File: src/rtl/bshd_pkg.sv
// Shared types and constants for the button scan hold-off debouncer.
`default_nettype none
package bshd_pkg;

  // Field widths of the stream words
  localparam int BTN_W   = 4;
  localparam int TIME_W  = 32;
  localparam int HOLD_W  = 16;
  localparam int TDATA_W = 8;

  // Reset value of the lockout register, in milliseconds
  localparam logic [HOLD_W-1:0] HOLDOFF_RESET = 16'd100;

  // Word kinds carried on in_tuser
  localparam logic OP_TICK   = 1'b0;
  localparam logic OP_SAMPLE = 1'b1;

  // Command queue between front and back
  localparam int QDEPTH = 4;
  localparam int QPTR_W = 2;
  localparam int QCNT_W = 3;

  // Classified command
  typedef struct packed {
    logic             is_sample;
    logic [BTN_W-1:0] button;
    logic             level;
  } cmd_t;

  // Reported change
  typedef struct packed {
    logic [BTN_W-1:0] key_index;
    logic             pressed;
  } event_t;

endpackage
`default_nettype wire

File: src/rtl/bshd_front.sv
// Front end: accepts input words, classifies them and drops out-of-range samples.
`default_nettype none
module bshd_front #(
  parameter int NUM_BUTTONS = 16
) (
  input  wire logic                       clk,
  input  wire logic                       rst_n,
  input  wire logic                       in_tvalid,
  output logic                            in_tready,
  input  wire logic [bshd_pkg::TDATA_W-1:0] in_tdata,
  input  wire logic                       in_tuser,
  output logic                            push_valid,
  input  wire logic                       push_ready,
  output bshd_pkg::cmd_t                  push_cmd
);
  import bshd_pkg::*;

  localparam logic [BTN_W:0] NUM_BTN_L = (BTN_W+1)'(NUM_BUTTONS);

  logic             is_sample;
  logic [BTN_W-1:0] button;
  logic             in_range;
  logic             keep;

  // Decode the word
  assign is_sample = (in_tuser == OP_SAMPLE);
  assign button    = in_tdata[BTN_W-1:0];
  assign in_range  = ({1'b0, button} < NUM_BTN_L);
  assign keep      = !is_sample || in_range;

  // Accept whenever the queue has room; drop samples of absent buttons
  assign in_tready  = push_ready;
  assign push_valid = in_tvalid && keep;

  always_comb begin
    push_cmd.is_sample = is_sample;
    push_cmd.button    = button;
    push_cmd.level     = in_tdata[BTN_W];
  end

  // Clock and reset are kept for interface symmetry with the other stages
  logic unused_ok;
  assign unused_ok = clk & rst_n & (|in_tdata[TDATA_W-1:BTN_W+1]);

endmodule
`default_nettype wire

File: src/rtl/bshd_queue.sv
// Short command queue that decouples the front end from the execution stage.
`default_nettype none
module bshd_queue (
  input  wire logic           clk,
  input  wire logic           rst_n,
  input  wire logic           push_valid,
  output logic                push_ready,
  input  wire bshd_pkg::cmd_t push_cmd,
  output logic                pop_valid,
  input  wire logic           pop_ready,
  output bshd_pkg::cmd_t      pop_cmd
);
  import bshd_pkg::*;

  cmd_t              mem_r [QDEPTH];
  logic [QPTR_W-1:0] wr_ptr_r, wr_ptr_nxt;
  logic [QPTR_W-1:0] rd_ptr_r, rd_ptr_nxt;
  logic [QCNT_W-1:0] cnt_r, cnt_nxt;
  logic              do_push;
  logic              do_pop;

  assign push_ready = (cnt_r != QCNT_W'(QDEPTH));
  assign pop_valid  = (cnt_r != '0);
  assign pop_cmd    = mem_r[rd_ptr_r];
  assign do_push    = push_valid && push_ready;
  assign do_pop     = pop_valid && pop_ready;

  // Advance pointers and fill count
  always_comb begin
    wr_ptr_nxt = do_push ? wr_ptr_r + 1'b1 : wr_ptr_r;
    rd_ptr_nxt = do_pop ? rd_ptr_r + 1'b1 : rd_ptr_r;
    cnt_nxt    = cnt_r;
    if (do_push && !do_pop) begin
      cnt_nxt = cnt_r + 1'b1;
    end else if (do_pop && !do_push) begin
      cnt_nxt = cnt_r - 1'b1;
    end
  end

  always_ff @(posedge clk) begin
    if (!rst_n) begin
      wr_ptr_r <= '0;
      rd_ptr_r <= '0;
      cnt_r    <= '0;
    end else begin
      wr_ptr_r <= wr_ptr_nxt;
      rd_ptr_r <= rd_ptr_nxt;
      cnt_r    <= cnt_nxt;
    end
  end

  // Store entries
  always_ff @(posedge clk) begin
    if (do_push) begin
      mem_r[wr_ptr_r] <= push_cmd;
    end
  end

  // Fill count matches the pointer distance and never exceeds the depth
  assert property (@(posedge clk) disable iff (!rst_n)
    cnt_r <= QCNT_W'(QDEPTH))
    else $error("queue count beyond depth");
  assert property (@(posedge clk) disable iff (!rst_n)
    (cnt_r != QCNT_W'(QDEPTH)) |-> (QPTR_W'(wr_ptr_r - rd_ptr_r) == cnt_r[QPTR_W-1:0]))
    else $error("queue pointers disagree with count");
  assert property (@(posedge clk) disable iff (!rst_n)
    (do_push && !do_pop) |=> (cnt_r == $past(cnt_r) + 1'b1))
    else $error("queue count missed a push");

endmodule
`default_nettype wire

File: src/rtl/bshd_back.sv
// Execution stage: time base, lockout check, key bitmap, timestamps and event register.
`default_nettype none
module bshd_back #(
  parameter int NUM_BUTTONS = 16
) (
  input  wire logic                         clk,
  input  wire logic                         rst_n,
  input  wire logic                         cfg_we,
  input  wire logic [bshd_pkg::HOLD_W-1:0]  cfg_wdata,
  input  wire logic                         q_valid,
  output logic                              q_ready,
  input  wire bshd_pkg::cmd_t               q_cmd,
  output logic                              ev_valid,
  input  wire logic                         ev_ready,
  output bshd_pkg::event_t                  ev
);
  import bshd_pkg::*;

  localparam int IDX_W = (NUM_BUTTONS > 1) ? $clog2(NUM_BUTTONS) : 1;

  logic [TIME_W-1:0]      cnt_r, cnt_nxt;
  logic [TIME_W-1:0]      ts_r [NUM_BUTTONS];
  logic [NUM_BUTTONS-1:0] key_bits_r, key_bits_nxt;
  logic [HOLD_W-1:0]      holdoff_r;
  logic                   ev_valid_r, ev_valid_nxt;
  event_t                 ev_r;

  logic              pop;
  logic [IDX_W-1:0]  idx;
  logic [TIME_W-1:0] age;
  logic              locked;
  logic              changed;
  logic              fire;

  // Pop a command whenever the event register is free or draining
  assign pop     = q_valid && (!ev_valid_r || ev_ready);
  assign q_ready = !ev_valid_r || ev_ready;

  // Lockout check with wrapping time difference
  assign idx     = q_cmd.button[IDX_W-1:0];
  assign age     = cnt_r - ts_r[idx];
  assign locked  = (age < {{(TIME_W-HOLD_W){1'b0}}, holdoff_r});
  assign changed = (key_bits_r[idx] != q_cmd.level);
  assign fire    = pop && q_cmd.is_sample && !locked && changed;

  always_comb begin
    cnt_nxt      = cnt_r;
    key_bits_nxt = key_bits_r;
    ev_valid_nxt = ev_valid_r;
    if (pop && !q_cmd.is_sample) begin
      cnt_nxt = cnt_r + 1'b1;
    end
    if (fire) begin
      key_bits_nxt[idx] = q_cmd.level;
    end
    if (fire) begin
      ev_valid_nxt = 1'b1;
    end else if (ev_ready) begin
      ev_valid_nxt = 1'b0;
    end
  end

  always_ff @(posedge clk) begin
    if (!rst_n) begin
      cnt_r      <= '0;
      key_bits_r <= '0;
      ev_valid_r <= 1'b0;
      holdoff_r  <= HOLDOFF_RESET;
      for (int i = 0; i < NUM_BUTTONS; i++) begin
        ts_r[i] <= '0;
      end
    end else begin
      cnt_r      <= cnt_nxt;
      key_bits_r <= key_bits_nxt;
      ev_valid_r <= ev_valid_nxt;
      if (cfg_we) begin
        holdoff_r <= cfg_wdata;
      end
      if (fire) begin
        ts_r[idx] <= cnt_r;
      end
    end
  end

  // Load the event payload
  always_ff @(posedge clk) begin
    if (fire) begin
      ev_r.key_index <= q_cmd.button;
      ev_r.pressed   <= q_cmd.level;
    end
  end

  assign ev_valid = ev_valid_r;
  assign ev       = ev_r;

  // A tick advances the time base by one
  assert property (@(posedge clk) disable iff (!rst_n)
    (pop && !q_cmd.is_sample) |=> (cnt_r == $past(cnt_r) + 1'b1))
    else $error("tick did not advance the counter");
  // Every reported event flips exactly one key bit
  assert property (@(posedge clk) disable iff (!rst_n)
    fire |=> ($countones(key_bits_r ^ $past(key_bits_r)) == 1))
    else $error("event without a single key change");
  // Key bits only move when an event is produced
  assert property (@(posedge clk) disable iff (!rst_n)
    !fire |=> (key_bits_r == $past(key_bits_r)))
    else $error("key bits changed without an event");
  // An event is never overwritten while it waits
  assert property (@(posedge clk) disable iff (!rst_n)
    (ev_valid_r && !ev_ready) |-> !fire)
    else $error("pending event overwritten");

endmodule
`default_nettype wire

File: src/rtl/button_scan_holdoff_debounce_core.sv
// Top level of the scanned-button debouncer with per-button lockout.
//
// Takes one word per clock on the input stream while the command queue
// has room: in_tuser = 0 is a one millisecond tick, in_tuser = 1 a button
// sample. A word leaves the front end in the cycle it is accepted, is
// registered in the four-entry command queue, and is executed in the back
// stage: the wrapping 32-bit age compare against the lockout time gates the
// bitmap update, the timestamp write and the load of the event register
// that offers a change on the output stream, all made at the same edge.
// A stalled output stops the back stage only; the input keeps flowing
// until the queue is full. Timestamps reset to zero, so samples taken
// during the first lockout window after reset are ignored. Samples for
// buttons at or above NUM_BUTTONS are dropped at the input.
`default_nettype none
module button_scan_holdoff_debounce_core #(
  parameter int NUM_BUTTONS = 16
) (
  input  wire logic                         clk,
  input  wire logic                         rst_n,
  // Lockout time in milliseconds
  input  wire logic                         cfg_we,
  input  wire logic [bshd_pkg::HOLD_W-1:0]  cfg_wdata,
  // Input stream
  input  wire logic                         in_tvalid,
  output logic                              in_tready,
  input  wire logic [bshd_pkg::TDATA_W-1:0] in_tdata,  // [3:0] button, [4] level
  input  wire logic                         in_tuser,  // [0] op: 0 tick, 1 sample
  // Result stream
  output logic                              out_tvalid,
  input  wire logic                         out_tready,
  output logic [bshd_pkg::TDATA_W-1:0]      out_tdata  // [3:0] key_index, [4] pressed
);
  import bshd_pkg::*;

  logic   push_valid, push_ready;
  cmd_t   push_cmd;
  logic   q_valid, q_ready;
  cmd_t   q_cmd;
  event_t ev;

  // Accept and classify
  bshd_front #(.NUM_BUTTONS(NUM_BUTTONS)) u_front (
    .clk        (clk),
    .rst_n      (rst_n),
    .in_tvalid  (in_tvalid),
    .in_tready  (in_tready),
    .in_tdata   (in_tdata),
    .in_tuser   (in_tuser),
    .push_valid (push_valid),
    .push_ready (push_ready),
    .push_cmd   (push_cmd)
  );

  // Buffer commands
  bshd_queue u_queue (
    .clk        (clk),
    .rst_n      (rst_n),
    .push_valid (push_valid),
    .push_ready (push_ready),
    .push_cmd   (push_cmd),
    .pop_valid  (q_valid),
    .pop_ready  (q_ready),
    .pop_cmd    (q_cmd)
  );

  // Execute
  bshd_back #(.NUM_BUTTONS(NUM_BUTTONS)) u_back (
    .clk       (clk),
    .rst_n     (rst_n),
    .cfg_we    (cfg_we),
    .cfg_wdata (cfg_wdata),
    .q_valid   (q_valid),
    .q_ready   (q_ready),
    .q_cmd     (q_cmd),
    .ev_valid  (out_tvalid),
    .ev_ready  (out_tready),
    .ev        (ev)
  );

  // Pack the result word
  assign out_tdata = {{(TDATA_W-BTN_W-1){1'b0}}, ev.pressed, ev.key_index};

endmodule
`default_nettype wire

File: config.mk
export PLATFORM = sky130hd
export DESIGN_NAME = button_scan_holdoff_debounce_core
export DESIGN_NICKNAME = d
export VERILOG_FILES = /design/src/rtl/bshd_pkg.sv /design/src/rtl/bshd_front.sv /design/src/rtl/bshd_queue.sv /design/src/rtl/bshd_back.sv /design/src/rtl/button_scan_holdoff_debounce_core.sv
export SDC_FILE = /design/constraint.sdc
export NUM_CORES = 1
export LEC_CHECK = 0
export BUFFER_PORTS_ARGS = -buffer_cell sky130_fd_sc_hd__buf_2
export CORE_ASPECT_RATIO = 0.8
export CORE_MARGIN = 1.5
export CORE_UTILIZATION = 35
export CTS_BUF_LIST = sky130_fd_sc_hd__clkbuf_4 sky130_fd_sc_hd__clkbuf_8 sky130_fd_sc_hd__clkbuf_16
export CTS_CLUSTER_SIZE = 28
export DETAILED_ROUTE_END_ITERATION = 6
export HOLD_SLACK_MARGIN = 0.03
export MAX_ROUTING_LAYER = met4
export PLACE_DENSITY = 0.47
export REMOVE_ABC_BUFFERS = 1
export SYNTH_ARGS = -nofsm -noshare
export SYNTH_HDL_FRONTEND = slang
export SYNTH_HIERARCHICAL = 1
export SYNTH_SLANG_ARGS = --single-unit
File: constraint.sdc
create_clock -name clk -period 9.92 [get_ports clk]
set_input_delay 0 -clock clk [delete_from_list [all_inputs] [get_ports clk]]
set_output_delay 0 -clock clk [all_outputs]
set_load 0.05 [all_outputs]
==> flow_summary.ini, run 1 <==
[global_route]
grt_pass1_wl_um = 135500
grt_pass1_vias = 19300
grt_util_all_layers_pct = 22.41
global_route.overflow_total = 0
grt_start_max_net_pins = 151
grt_antenna_before_repair = 1

[worst_setup_path]
setup.worst_path.start_class = flip-flop
crit_path_arrival_time_ps = 9180
critical_path_peak_fanout = 38
critical_path_class = flip-flop to flip-flop
crit_required_ps = 10260
max_stage_delay_cell_worst_path = sky130_fd_sc_hd__mux4_4
cp_top_family = multiplexers
crit_path_end_kind = flip-flop
max_stage_delay_ps = 1010
worstPathCellList = mux4_4, buf_4, mux4_2, mux4_2, inv_1, ha_1, nand2_1, o31ai_1, nor2_1, xnor2_1, ha_1, a21oi_1, nand2_1, a221oi_1, o221ai_1, nor3_1, o2111ai_1, nor4_1, a31o_4, nor3_1, nand2b_2, buf_12
cp.buffers_inverters = 3

[layout]
multi_input_comb_area_um2 = 10810
n_fill_cell = 7821
layoutNonFillerInstCount = 3436
final_nets = 2371
layout-drive-gt1-share_pct = 17.71
diodes = 0
layout-area-overhead-vs-synth_pct = 13.73
area.sequential_um2 = 17730
postLayoutCoreUtil_pct = 40.47

[placement]
dp.final_hpwl_um = 54520
port-buffer-count = 33
pre_cts_slack_ps = 1071
placedCellCount = 3276
place.gp.congestion = 0.8773

[pwr]
p_int_uw = 5610
share_comb_of_total_power_pct = 37.8
power_per_cell_area_nw_per_um2 = 263.9
p_seq_share_pct = 34.4
peakVddDrop_mv = 0.1590
p_sw_share_pct = 36.57
power_frac_clock_pct = 27.8
power.static_leakage_uw = 0.01105
power_switching_uw = 3234

[die]
num_io_pins = 40
std_cell_rows = 94
design.die.area_um2 = 85940
die_height_um = 262.5
floorplan.initialDensity_pct = 35.58
floorplan.core_area_um2 = 82800
die_width_um = 327.4

[sta]
finalSetupViolations = 0
setup_ws_ps = 1080
layout_min_cycle_time_ps = 8840
hold_viol_final = 0
grt_setup_unrepaired = false
slew-limit-headroom_pct = 19.26
final_min_period_over_clock_period_pct = 89.12
finalMaxSlewViolations = 0
tightest_slew_ps = 1211
maxClockFrequency_mhz = 113.1
clock_skew_ps = 27.25

[detailed_routing]
drt_wl_total_um = 93620
via_count_of_the_routed_design = 19490
route.detailed.vias_per_inst = 5.671
detailed_route_drc_error_count = 0
routedWlPerCell_um = 27.25
first_iter_violations = 1987
drt.antenna.violating_nets = 0
drt_pre_antenna_iters = 5

[logic_synthesis]
synth_area_per_cell_um2 = 12.96
synth_top_area_share_pct = 55.14
synth.lib_cells_used.distinct = 75
dominant_cells_by_area_after_synthesis = sky130_fd_sc_hd__edfxtp_1 (55%), sky130_fd_sc_hd__mux4_2 (13%), sky130_fd_sc_hd__dfxtp_1 (5.0%)
synth_edf_count = 541
post_synth_arst_share_pct = 0
yosys.area.top_type = sky130_fd_sc_hd__edfxtp_1
ys_ff_latch = 615
synth.top_cells.by_count = sky130_fd_sc_hd__edfxtp_1 (541), sky130_fd_sc_hd__nor2_1 (293), sky130_fd_sc_hd__nor3_1 (293), sky130_fd_sc_hd__nand2_1 (203), sky130_fd_sc_hd__mux4_2 (168)
post_synth_inst_count = 2274
synthMostInstantiatedCell = sky130_fd_sc_hd__edfxtp_1
synthesis.area_um2 = 29460
synth-seq-area-share_pct = 60.17
ys.flop_type = sky130_fd_sc_hd__edfxtp_1
synth_warnings = 6

[hold_path]
hp-class = input port to flip-flop

[clock_tree]
cts_max_path_buffers = 3
clkSinkCount = 615
post-cts-setup-buffers = 0
cts.htree.levels = 3
clock-root-buffer = sky130_fd_sc_hd__clkbuf_16
gates_resized_cts_repair = 0
worst_skew_pair.late_latency_ps = 620
cts.reportedPaths.clkPinSlew_ps = 60
hold_bufs_at_cts = 45
tritoncts = done
number_of_buffers_added_by_the_clock_tree_synthesis_step = 66

[status]
status = complete, no violations

[flow_run]
max_cap_violations = 0
worst register-to-register path, stage by stage, from the launching register on:
cell and delay [ps]:
sky130_fd_sc_hd__dfxtp_1 580, sky130_fd_sc_hd__mux4_4 1010, sky130_fd_sc_hd__buf_4 790, sky130_fd_sc_hd__mux4_2 630, sky130_fd_sc_hd__mux4_2 520, sky130_fd_sc_hd__inv_1 80
sky130_fd_sc_hd__ha_1 270, sky130_fd_sc_hd__nand2_1 220, sky130_fd_sc_hd__o31ai_1 740, sky130_fd_sc_hd__nor2_1 120, sky130_fd_sc_hd__xnor2_1 170, sky130_fd_sc_hd__ha_1 320
sky130_fd_sc_hd__a21oi_1 150, sky130_fd_sc_hd__nand2_1 90, sky130_fd_sc_hd__a221oi_1 300, sky130_fd_sc_hd__o221ai_1 170, sky130_fd_sc_hd__nor3_1 160, sky130_fd_sc_hd__o2111ai_1 150
sky130_fd_sc_hd__nor4_1 440, sky130_fd_sc_hd__a31o_4 430, sky130_fd_sc_hd__nor3_1 170, sky130_fd_sc_hd__nand2b_2 620, sky130_fd_sc_hd__buf_12 410
final timing paths:
path,from,to,slack (ps),cells after the start
min,in_tdata[4],u_queue/mem_r[3][0]$_DFFE_PP_,200,2
max reg2reg,flip-flop,u_back/ts_r[6][17]$_SDFFCE_PN0P_,1080,22
max,flip-flop,u_back/ts_r[6][17]$_SDFFCE_PN0P_,1080,22
min reg2reg,u_back/key_bits_r[6]$_SDFFE_PN0P_,u_back/key_bits_r[6]$_SDFFE_PN0P_,470,2
sequential cells by signal, indices dropped and copies added (netlist names), named ones only:
| signal | flops |
|---|---|
| u_back/ts_r | 512 |
| u_back/ev | 5 |
| u_back/ev_valid | 1 |
| u_queue/rd_ptr_r | 2 |
| u_back/key_bits_r | 16 |
| u_queue/wr_ptr_r | 2 |
| u_queue/cnt_r | 3 |
| u_back/cnt_r | 32 |
| u_queue/mem_r | 24 |
| u_back/holdoff_r | 16 |
power by group through the flow:
stage          clock network, µW  registers (µW)  logic (µW)
2_1_floorplan                  0            3100        2190
3_3_place_gp                   0            3090        3330
3_5_place_dp                   0            3100        3330
4_1_cts                     2520            3040        3360
5_1_grt                     2620            3060        3580
6_report                    2460            3040        3340
through the flow:
stage | TNS (ps) | hold WS, ps | cell area (µm²) | total power [µW]
2_1_floorplan | -4192470 | 98.64 | 28640 | 5287
3_3_place_gp | 0 | 217.2 | 30930 | 6421
3_5_place_dp | 0 | 218.4 | 30930 | 6423
4_1_cts | 0 | 181.8 | 33510 | 8916
5_1_grt | 0 | 203.3 | 33510 | 9259
6_report | 0 | 198.1 | 33510 | 8844
cells by family (layout without fill, tap and decap cells):
| family | Yosys count | in the layout | synth area share (%) |
|---|---|---|---|
| AO/OA/AOI/OAI | 169 | 169 | 4.124 |
| adder cells (fa/ha/maj) | 56 | 56 | 2.429 |
| XOR/XNOR | 50 | 50 | 1.486 |
| flip-flops | 615 | 615 | 60.17 |
| other | 1 | 3 | 0.01273 |
| buffers and inverters | 258 | 314 | 3.665 |
| multiplexers | 202 | 202 | 14.00 |
| AND/OR/NAND/NOR | 923 | 923 | 14.12 |
layout by cell type, fill, tap and decap left out, types with 7 or more instances in the layout:
cell type	count
sky130_fd_sc_hd__nand3_1	24
sky130_fd_sc_hd__a21o_1	9
sky130_fd_sc_hd__mux4_2	165
sky130_fd_sc_hd__buf_2	32
sky130_fd_sc_hd__xnor2_1	23
sky130_fd_sc_hd__inv_1	63
sky130_fd_sc_hd__buf_12	15
sky130_fd_sc_hd__a21oi_1	50
sky130_fd_sc_hd__o211ai_1	7
sky130_fd_sc_hd__nand4_1	20
sky130_fd_sc_hd__a211oi_1	7
sky130_fd_sc_hd__nand2b_1	9
sky130_fd_sc_hd__and3_1	12
sky130_fd_sc_hd__or3_1	9
sky130_fd_sc_hd__clkbuf_4	17
sky130_fd_sc_hd__nand2b_2	7
sky130_fd_sc_hd__buf_4	42
sky130_fd_sc_hd__o21a_1	11
sky130_fd_sc_hd__xor2_1	27
sky130_fd_sc_hd__nor2_1	293
sky130_fd_sc_hd__clkinv_2	10
sky130_fd_sc_hd__and2_1	20
sky130_fd_sc_hd__nand2_2	7
sky130_fd_sc_hd__dlygate4sd3_1	45
sky130_fd_sc_hd__ha_1	54
sky130_fd_sc_hd__o21ai_0	24
sky130_fd_sc_hd__nor3_1	293
sky130_fd_sc_hd__o31ai_1	8
sky130_fd_sc_hd__edfxtp_1	541
sky130_fd_sc_hd__dfxtp_1	74
sky130_fd_sc_hd__mux2i_1	33
sky130_fd_sc_hd__clkbuf_16	68
sky130_fd_sc_hd__nand2_1	193
area by class of cell:
class,instances,share of cell area [%]
Tap cell,1104,4.122
Multi-Input combinational cell,1403,32.25
Timing Repair Buffer,134,3.659
Clock inverter,24,0.6273
Inverter,65,0.7282
Clock buffer,91,5.706
Sequential cell,615,52.91
routing by layer:
metal,up-vias,track usage (%),share of wire (%)
li1,8525,-,-
met1,10110,32.49,46
met2,736,33.40,45
met3,110,3.457,6.6
met4,0,4.392,1.7
met5,-,-,0
Power figures use the tool's default switching activity.
==> run 2, diff against run 1 <==
CORE_MARGIN = 2   (was 1.5)
==> run 2 against run 1 <==
Wire length is 2.5% lower. Critical path depth rose by 3. Sequential power about the same. Hold slack worse by 72 ps. Worst setup slack improved by 320 ps. Combinational power about the same. Non-clock buffer count fell by 1. Die area grew 0.69%. Via count shrank 0.35%. First-iteration DRC count is 6.9% lower. Critical path type unchanged. Critical endpoint is now u_back/ts_r[15][28]$_SDFFCE_PN0P_.
==> flow_summary.ini, run 2 (synthesized netlist as in run 1, its figures left out) <==
[worst_setup_path]
critical_path_peak_fanout = 48
setup.worst_path.start_class = flip-flop
max_stage_delay_cell_worst_path = sky130_fd_sc_hd__mux4_4
cp_top_family = multiplexers
crit_path_end_kind = flip-flop
crit_required_ps = 10060
max_stage_delay_ps = 1170
critical_path_class = flip-flop to flip-flop
crit_path_arrival_time_ps = 8660
cp.buffers_inverters = 3

[pwr]
p_int_uw = 5792
power.static_leakage_uw = 0.01111
p_seq_share_pct = 33.5
peakVddDrop_mv = 0.1535
power_frac_clock_pct = 29.5
share_comb_of_total_power_pct = 37.0
power_switching_uw = 3282
power_per_cell_area_nw_per_um2 = 269.8
p_sw_share_pct = 36.17

[flow_run]
max_cap_violations = 0

[die]
die_width_um = 328.4
std_cell_rows = 95
design.die.area_um2 = 86530
die_height_um = 263.5
num_io_pins = 40
floorplan.core_area_um2 = 83680
floorplan.initialDensity_pct = 35.21

[placement]
port-buffer-count = 33
dp.final_hpwl_um = 55160
pre_cts_slack_ps = 1285
place.gp.congestion = 0.9229

[layout]
largest_register_ff_count = 512
layout-drive-gt1-share_pct = 17.94
most_frequent_cells_in_the_layout = sky130_fd_sc_hd__edfxtp_1 (541), sky130_fd_sc_hd__nor2_1 (293), sky130_fd_sc_hd__nor3_1 (293), sky130_fd_sc_hd__nand2_1 (193), sky130_fd_sc_hd__mux4_2 (165)
top_register = u_back/ts_r
multi_input_comb_area_um2 = 10830
area.sequential_um2 = 17730
largestRegisters = u_back/ts_r x512, u_back/cnt_r x32, u_queue/mem_r x24
layout-area-overhead-vs-synth_pct = 14.15
n_fill_cell = 7883
layout_commonest_cell = sky130_fd_sc_hd__edfxtp_1
final_nets = 2372

[clock_tree]
cts.reportedPaths.clkPinSlew_ps = 60
cts_max_path_buffers = 3
clock-root-buffer = sky130_fd_sc_hd__clkbuf_16
tritoncts = done
worst_skew_pair.late_latency_ps = 630
post-cts-setup-buffers = 0
cts.htree.levels = 3
number_of_buffers_added_by_the_clock_tree_synthesis_step = 68
gates_resized_cts_repair = 0
clkSinkCount = 615

[global_route]
grt_start_max_net_pins = 211
grt_antenna_before_repair = 0
global_route.overflow_total = 0
grt_util_all_layers_pct = 21.98
grt_pass1_vias = 19720
grt_pass1_wl_um = 133700

[sta]
final_min_period_over_clock_period_pct = 85.90
grt_setup_unrepaired = false
maxClockFrequency_mhz = 117.3
tightest_slew_ps = 1322
accumulated_negative_setup_slack_ps = 0
layout_min_cycle_time_ps = 8522
slew-limit-headroom_pct = 11.85
finalMaxSlewViolations = 0
setup_ws_ps = 1398
hold_viol_final = 0
clock_skew_ps = 33.09
finalSetupViolations = 0

[detailed_routing]
drt_wl_total_um = 91330
drt_pre_antenna_iters = 5
via_count_of_the_routed_design = 19420
detailed_route_drc_error_count = 0
first_iter_violations = 1849
routedWlPerCell_um = 26.42
route.detailed.vias_per_inst = 5.617
drt.antenna.violating_nets = 0

[status]
status = complete, no violations

[hold_path]
hp-class = input port to flip-flop
==> run 2: cell count changes in the layout (fill, tap and decap cells not counted), moves of 3 or more <==
cell,delta
sky130_fd_sc_hd__bufinv_16,+6
sky130_fd_sc_hd__clkinv_2,+4
sky130_fd_sc_hd__nand2b_2,-3
sky130_fd_sc_hd__buf_12,-12
sky130_fd_sc_hd__clkbuf_16,+3
sky130_fd_sc_hd__clkinvlp_4,-3
sky130_fd_sc_hd__clkinv_1,+3
sky130_fd_sc_hd__buf_4,+12
sky130_fd_sc_hd__nand2b_4,+3
sky130_fd_sc_hd__clkbuf_4,-6
==> run 2: power by group through the flow <==
| stage | Combinational [µW] | Clock (µW) | Sequential [µW] |
|---|---|---|---|
| floorplan | 2190 | 0 | 3100 |
| global placement | 3340 | 0 | 3090 |
| detailed placement | 3350 | 0 | 3100 |
| CTS | 3380 | 2730 | 3040 |
| global route | 3610 | 2830 | 3050 |
| finish | 3360 | 2680 | 3040 |
==> run 2: stage by stage <==
stage	utilization [%]	hold slack [ps]	area (µm²)	power, µW	cells
global route	40.19	109.0	33630	9495	3456
floorplan	-	98.64	28640	5287	2083
global placement	36.84	209.9	30830	6428	3287
detailed placement	36.84	218.6	30830	6444	3287
CTS	40.19	87.42	33630	9149	3456
finish	40.19	126.4	33630	9074	3457
==> run 2: path summary, 6_finish.rpt <==
path | depth (start not counted) | slack (ps) | end | start
setup / recovery | 25 | 1400 | u_back/ts_r[15][28]$_SDFFCE_PN0P_ | flip-flop
hold reg to reg | 2 | 460 | u_back/key_bits_r[1]$_SDFFE_PN0P_ | u_back/key_bits_r[1]$_SDFFE_PN0P_
hold / removal | 2 | 130 | u_queue/mem_r[2][4]$_DFFE_PP_ | in_tdata[3]
setup reg to reg | 25 | 1400 | u_back/ts_r[15][28]$_SDFFCE_PN0P_ | flip-flop
==> run 2: worst register-to-register path, cell delays in order (launching register included) <==
cell                        delay (ps)
sky130_fd_sc_hd__dfxtp_1           560
sky130_fd_sc_hd__mux4_4           1170
sky130_fd_sc_hd__buf_12            390
sky130_fd_sc_hd__mux4_2            560
sky130_fd_sc_hd__mux4_2            450
sky130_fd_sc_hd__inv_1             170
sky130_fd_sc_hd__ha_1              280
sky130_fd_sc_hd__nand2_1           120
sky130_fd_sc_hd__a211oi_2          310
sky130_fd_sc_hd__nor2_1            140
sky130_fd_sc_hd__o31ai_1           550
sky130_fd_sc_hd__a21o_1            200
sky130_fd_sc_hd__a21oi_1            80
sky130_fd_sc_hd__xnor2_1           190
sky130_fd_sc_hd__ha_1              270
sky130_fd_sc_hd__nand3_1            80
sky130_fd_sc_hd__nand2_1            50
sky130_fd_sc_hd__a221oi_1          270
sky130_fd_sc_hd__o221ai_1          170
sky130_fd_sc_hd__nor3_1            150
sky130_fd_sc_hd__o2111ai_1         150
sky130_fd_sc_hd__nor4_1            390
sky130_fd_sc_hd__a31o_4            260
sky130_fd_sc_hd__buf_4             270
sky130_fd_sc_hd__nor3_1            140
sky130_fd_sc_hd__nand2b_4          630
==> run 2: final cells by class <==
class                      count  area share (%)
sequential                   615           52.71
multi-input combinational   1403           32.21
clock buffer                  86           5.692
tap                         1115           4.148
timing repair buffer         133           3.170
clock inverter                39           1.339
inverter                      65          0.7254
antenna                        1        0.007440
==> run 2: layer usage <==
| metal | GRT usage [%] | part of all wire (%) | vias up |
|---|---|---|---|
| met1 | 30.69 | 45 | 10000 |
| met5 | - | 0 | - |
| li1 | - | - | 8558 |
| met4 | 5.208 | 2.3 | 0 |
| met2 | 33.33 | 46 | 718 |
| met3 | 3.948 | 7.3 | 140 |
==> run 2: what timing repair did <==
action,CTS,global route
hold endpoints to repair,51,0
hold buffers,44,0
endpoints found under the setup margin,0,0
==> run 3, diff against run 2 <==
RECOVER_POWER = 25   (was unset)
==> run 3 against run 2 <==
Worst setup slack got worse by 490 ps. Clock skew down 1.2 ps. Largest cell class unchanged. Sequential cell count unchanged. Largest power group unchanged. The flow now finishes with violations (max-capacitance violations, max-slew violations). Critical path type unchanged. Final area shrank 0.36%. Combinational power hardly changed. Power about the same. Non-clock buffer count unchanged. Cell count unchanged. Via count is essentially flat. First-iteration DRC count rose by 5.1%. Hold slack better by 42 ps. Utilization is 0.14 points lower.
==> flow_summary.ini, run 3 (synthesized netlist as in run 1, its figures left out) <==
[global_route]
top_usage_layer = met2
grt_pass1_vias = 19720
globalRouteMet2Util_pct = 33.33
grt_start_max_net_pins = 211
groute.layer.met1.usage_pct = 30.69
grt_util_all_layers_pct = 21.98
global_route.overflow_total = 0
grt_antenna_before_repair = 0
groute.layer.met3.usage_pct = 3.948
grt_pass1_wl_um = 133700

[layout]
layout-drive-gt1-share_pct = 16.79
largest_register_ff_count = 512
top_register = u_back/ts_r
largestRegisters = u_back/ts_r x512, u_back/cnt_r x32, u_queue/mem_r x24
layout_commonest_cell = sky130_fd_sc_hd__edfxtp_1
layoutNonFillerInstCount = 3457
layout-area-overhead-vs-synth_pct = 13.75
final_nets = 2372
most_frequent_cells_in_the_layout = sky130_fd_sc_hd__edfxtp_1 (541), sky130_fd_sc_hd__nor2_1 (294), sky130_fd_sc_hd__nor3_1 (293), sky130_fd_sc_hd__nand2_1 (193), sky130_fd_sc_hd__mux4_2 (167)

[clock_tree]
post-cts-setup-buffers = 0
cts_max_path_buffers = 3
clkSinkCount = 615
clock-root-buffer = sky130_fd_sc_hd__clkbuf_16
gates_resized_cts_repair = 0
cts.htree.levels = 3
hold_bufs_at_cts = 44
tritoncts = done
cts.reportedPaths.clkPinSlew_ps = 60
worst_skew_pair.late_latency_ps = 630
number_of_buffers_added_by_the_clock_tree_synthesis_step = 68

[placement]
pre_cts_slack_ps = 1285
placedCellCount = 3287
port-buffer-count = 33
place.gp.congestion = 0.9229
dp.final_hpwl_um = 55160

[sta]
hold_viol_final = 0
layout_min_cycle_time_ps = 9016
finalMaxSlewViolations = 225
final_min_period_over_clock_period_pct = 90.89
tightest_slew_ps = 3267
finalSetupViolations = 0
slew-limit-headroom_pct = -117.8
clock_skew_ps = 31.89
grt_setup_unrepaired = false
setup_ws_ps = 904.0
maxClockFrequency_mhz = 110.9

[worst_setup_path]
max_stage_delay_cell_worst_path = sky130_fd_sc_hd__mux4_2
reg2regPathDepth = 22
crit_path_end_kind = flip-flop
setup.worst_path.start_class = flip-flop
crit_path_arrival_time_ps = 9310
setup.reg_to_reg.worst_slack_ps = 900
critical_path_peak_fanout = 61
worstReg2RegEnd = u_back/ts_r[0][9]$_SDFFCE_PN0P_
max_stage_delay_ps = 1640
cp_top_family = multiplexers
cp.buffers_inverters = 4
worstPathCellList = mux4_2, buf_4, mux4_2, mux4_2, inv_1, ha_1, nand2_1, o31ai_1, nor2_1, xnor2_1, ha_1, a21oi_1, nand2_1, a221oi_1, o221ai_1, nor3_1, o2111ai_1, or4_1, o31ai_1, buf_4, nand2_2, buf_4
crit_required_ps = 10210
critical_path_class = flip-flop to flip-flop

[detailed_routing]
first_iter_violations = 1943
drt_wl_total_um = 91460
drt.antenna.violating_nets = 0
via_count_of_the_routed_design = 19420
detailed_route_drc_error_count = 0
route.detailed.vias_per_inst = 5.618
routedWlPerCell_um = 26.46
drt_pre_antenna_iters = 5

[die]
design.die.area_um2 = 86530
std_cell_rows = 95
floorplan.core_area_um2 = 83680
die_height_um = 263.5
num_io_pins = 40
die_width_um = 328.4
floorplan.initialDensity_pct = 35.21

[status]
status = finished with violations
failing_checks = max-capacitance violations, max-slew violations

[flow_run]
max_cap_violations = 5

[hold_path]
cell_count_of_the_worst_hold_path = 2
hp-start = in_tdata[3]
hp-class = input port to flip-flop
timing.hold.worst_endpoint = u_queue/mem_r[2][4]$_DFFE_PP_

[pwr]
power.static_leakage_uw = 0.01103
power_per_cell_area_nw_per_um2 = 270.5
peakVddDrop_mv = 0.1540
-- run 3: worst max path at each step --
stage                                        end  cells after the start
2_1_floorplan   u_back/ts_r[10][0]$_SDFFCE_PN0P_                     20
3_5_place_dp   u_back/ts_r[15][19]$_SDFFCE_PN0P_                     25
3_3_place_gp   u_back/ts_r[15][19]$_SDFFCE_PN0P_                     25
4_1_cts         u_back/ts_r[15][5]$_SDFFCE_PN0P_                     25
5_1_grt          u_back/ts_r[0][8]$_SDFFCE_PN0P_                     22
6_report         u_back/ts_r[0][9]$_SDFFCE_PN0P_                     22
-- run 3: routing by layer --
metal  part of all wire (%)  vias up
met4                    2.3        0
met2                     46      673
met5                      0        -
met3                    6.7      144
met1                     45    10050
li1                       -     8551
-- run 3: where the power goes --
group | total (µW) | switching (µW) | internal, µW
registers | 3040 | 63.1 | 2970
logic | 3350 | 2140 | 1210
clock network | 2680 | 1070 | 1610
-- run 3: cell type report --
type,instances,area [µm²]
Clock buffer,86,1914
Inverter,65,244.0
Timing Repair Buffer,133,1021
Multi-Input combinational cell,1403,10760
Antenna cell,1,2.502
Fill cell,7908,50170
Tap cell,1115,1395
Clock inverter,39,450.4
Sequential cell,615,17730
-- run 3: stage by stage --
| stage | TNS, ps | utilization (%) | hold WS, ps | area, µm² | power (µW) |
|---|---|---|---|---|---|
| 6_report | 0 | 40.05 | 168.3 | 33510 | 9065 |
| 5_1_grt | 0 | 40.05 | 176.1 | 33510 | 9484 |
| 4_1_cts | 0 | 40.19 | 87.42 | 33630 | 9149 |
| 3_5_place_dp | 0 | 36.84 | 218.6 | 30830 | 6444 |
| 3_3_place_gp | 0 | 36.84 | 209.9 | 30830 | 6428 |
| 2_1_floorplan | -4192470 | - | 98.64 | 28640 | 5287 |
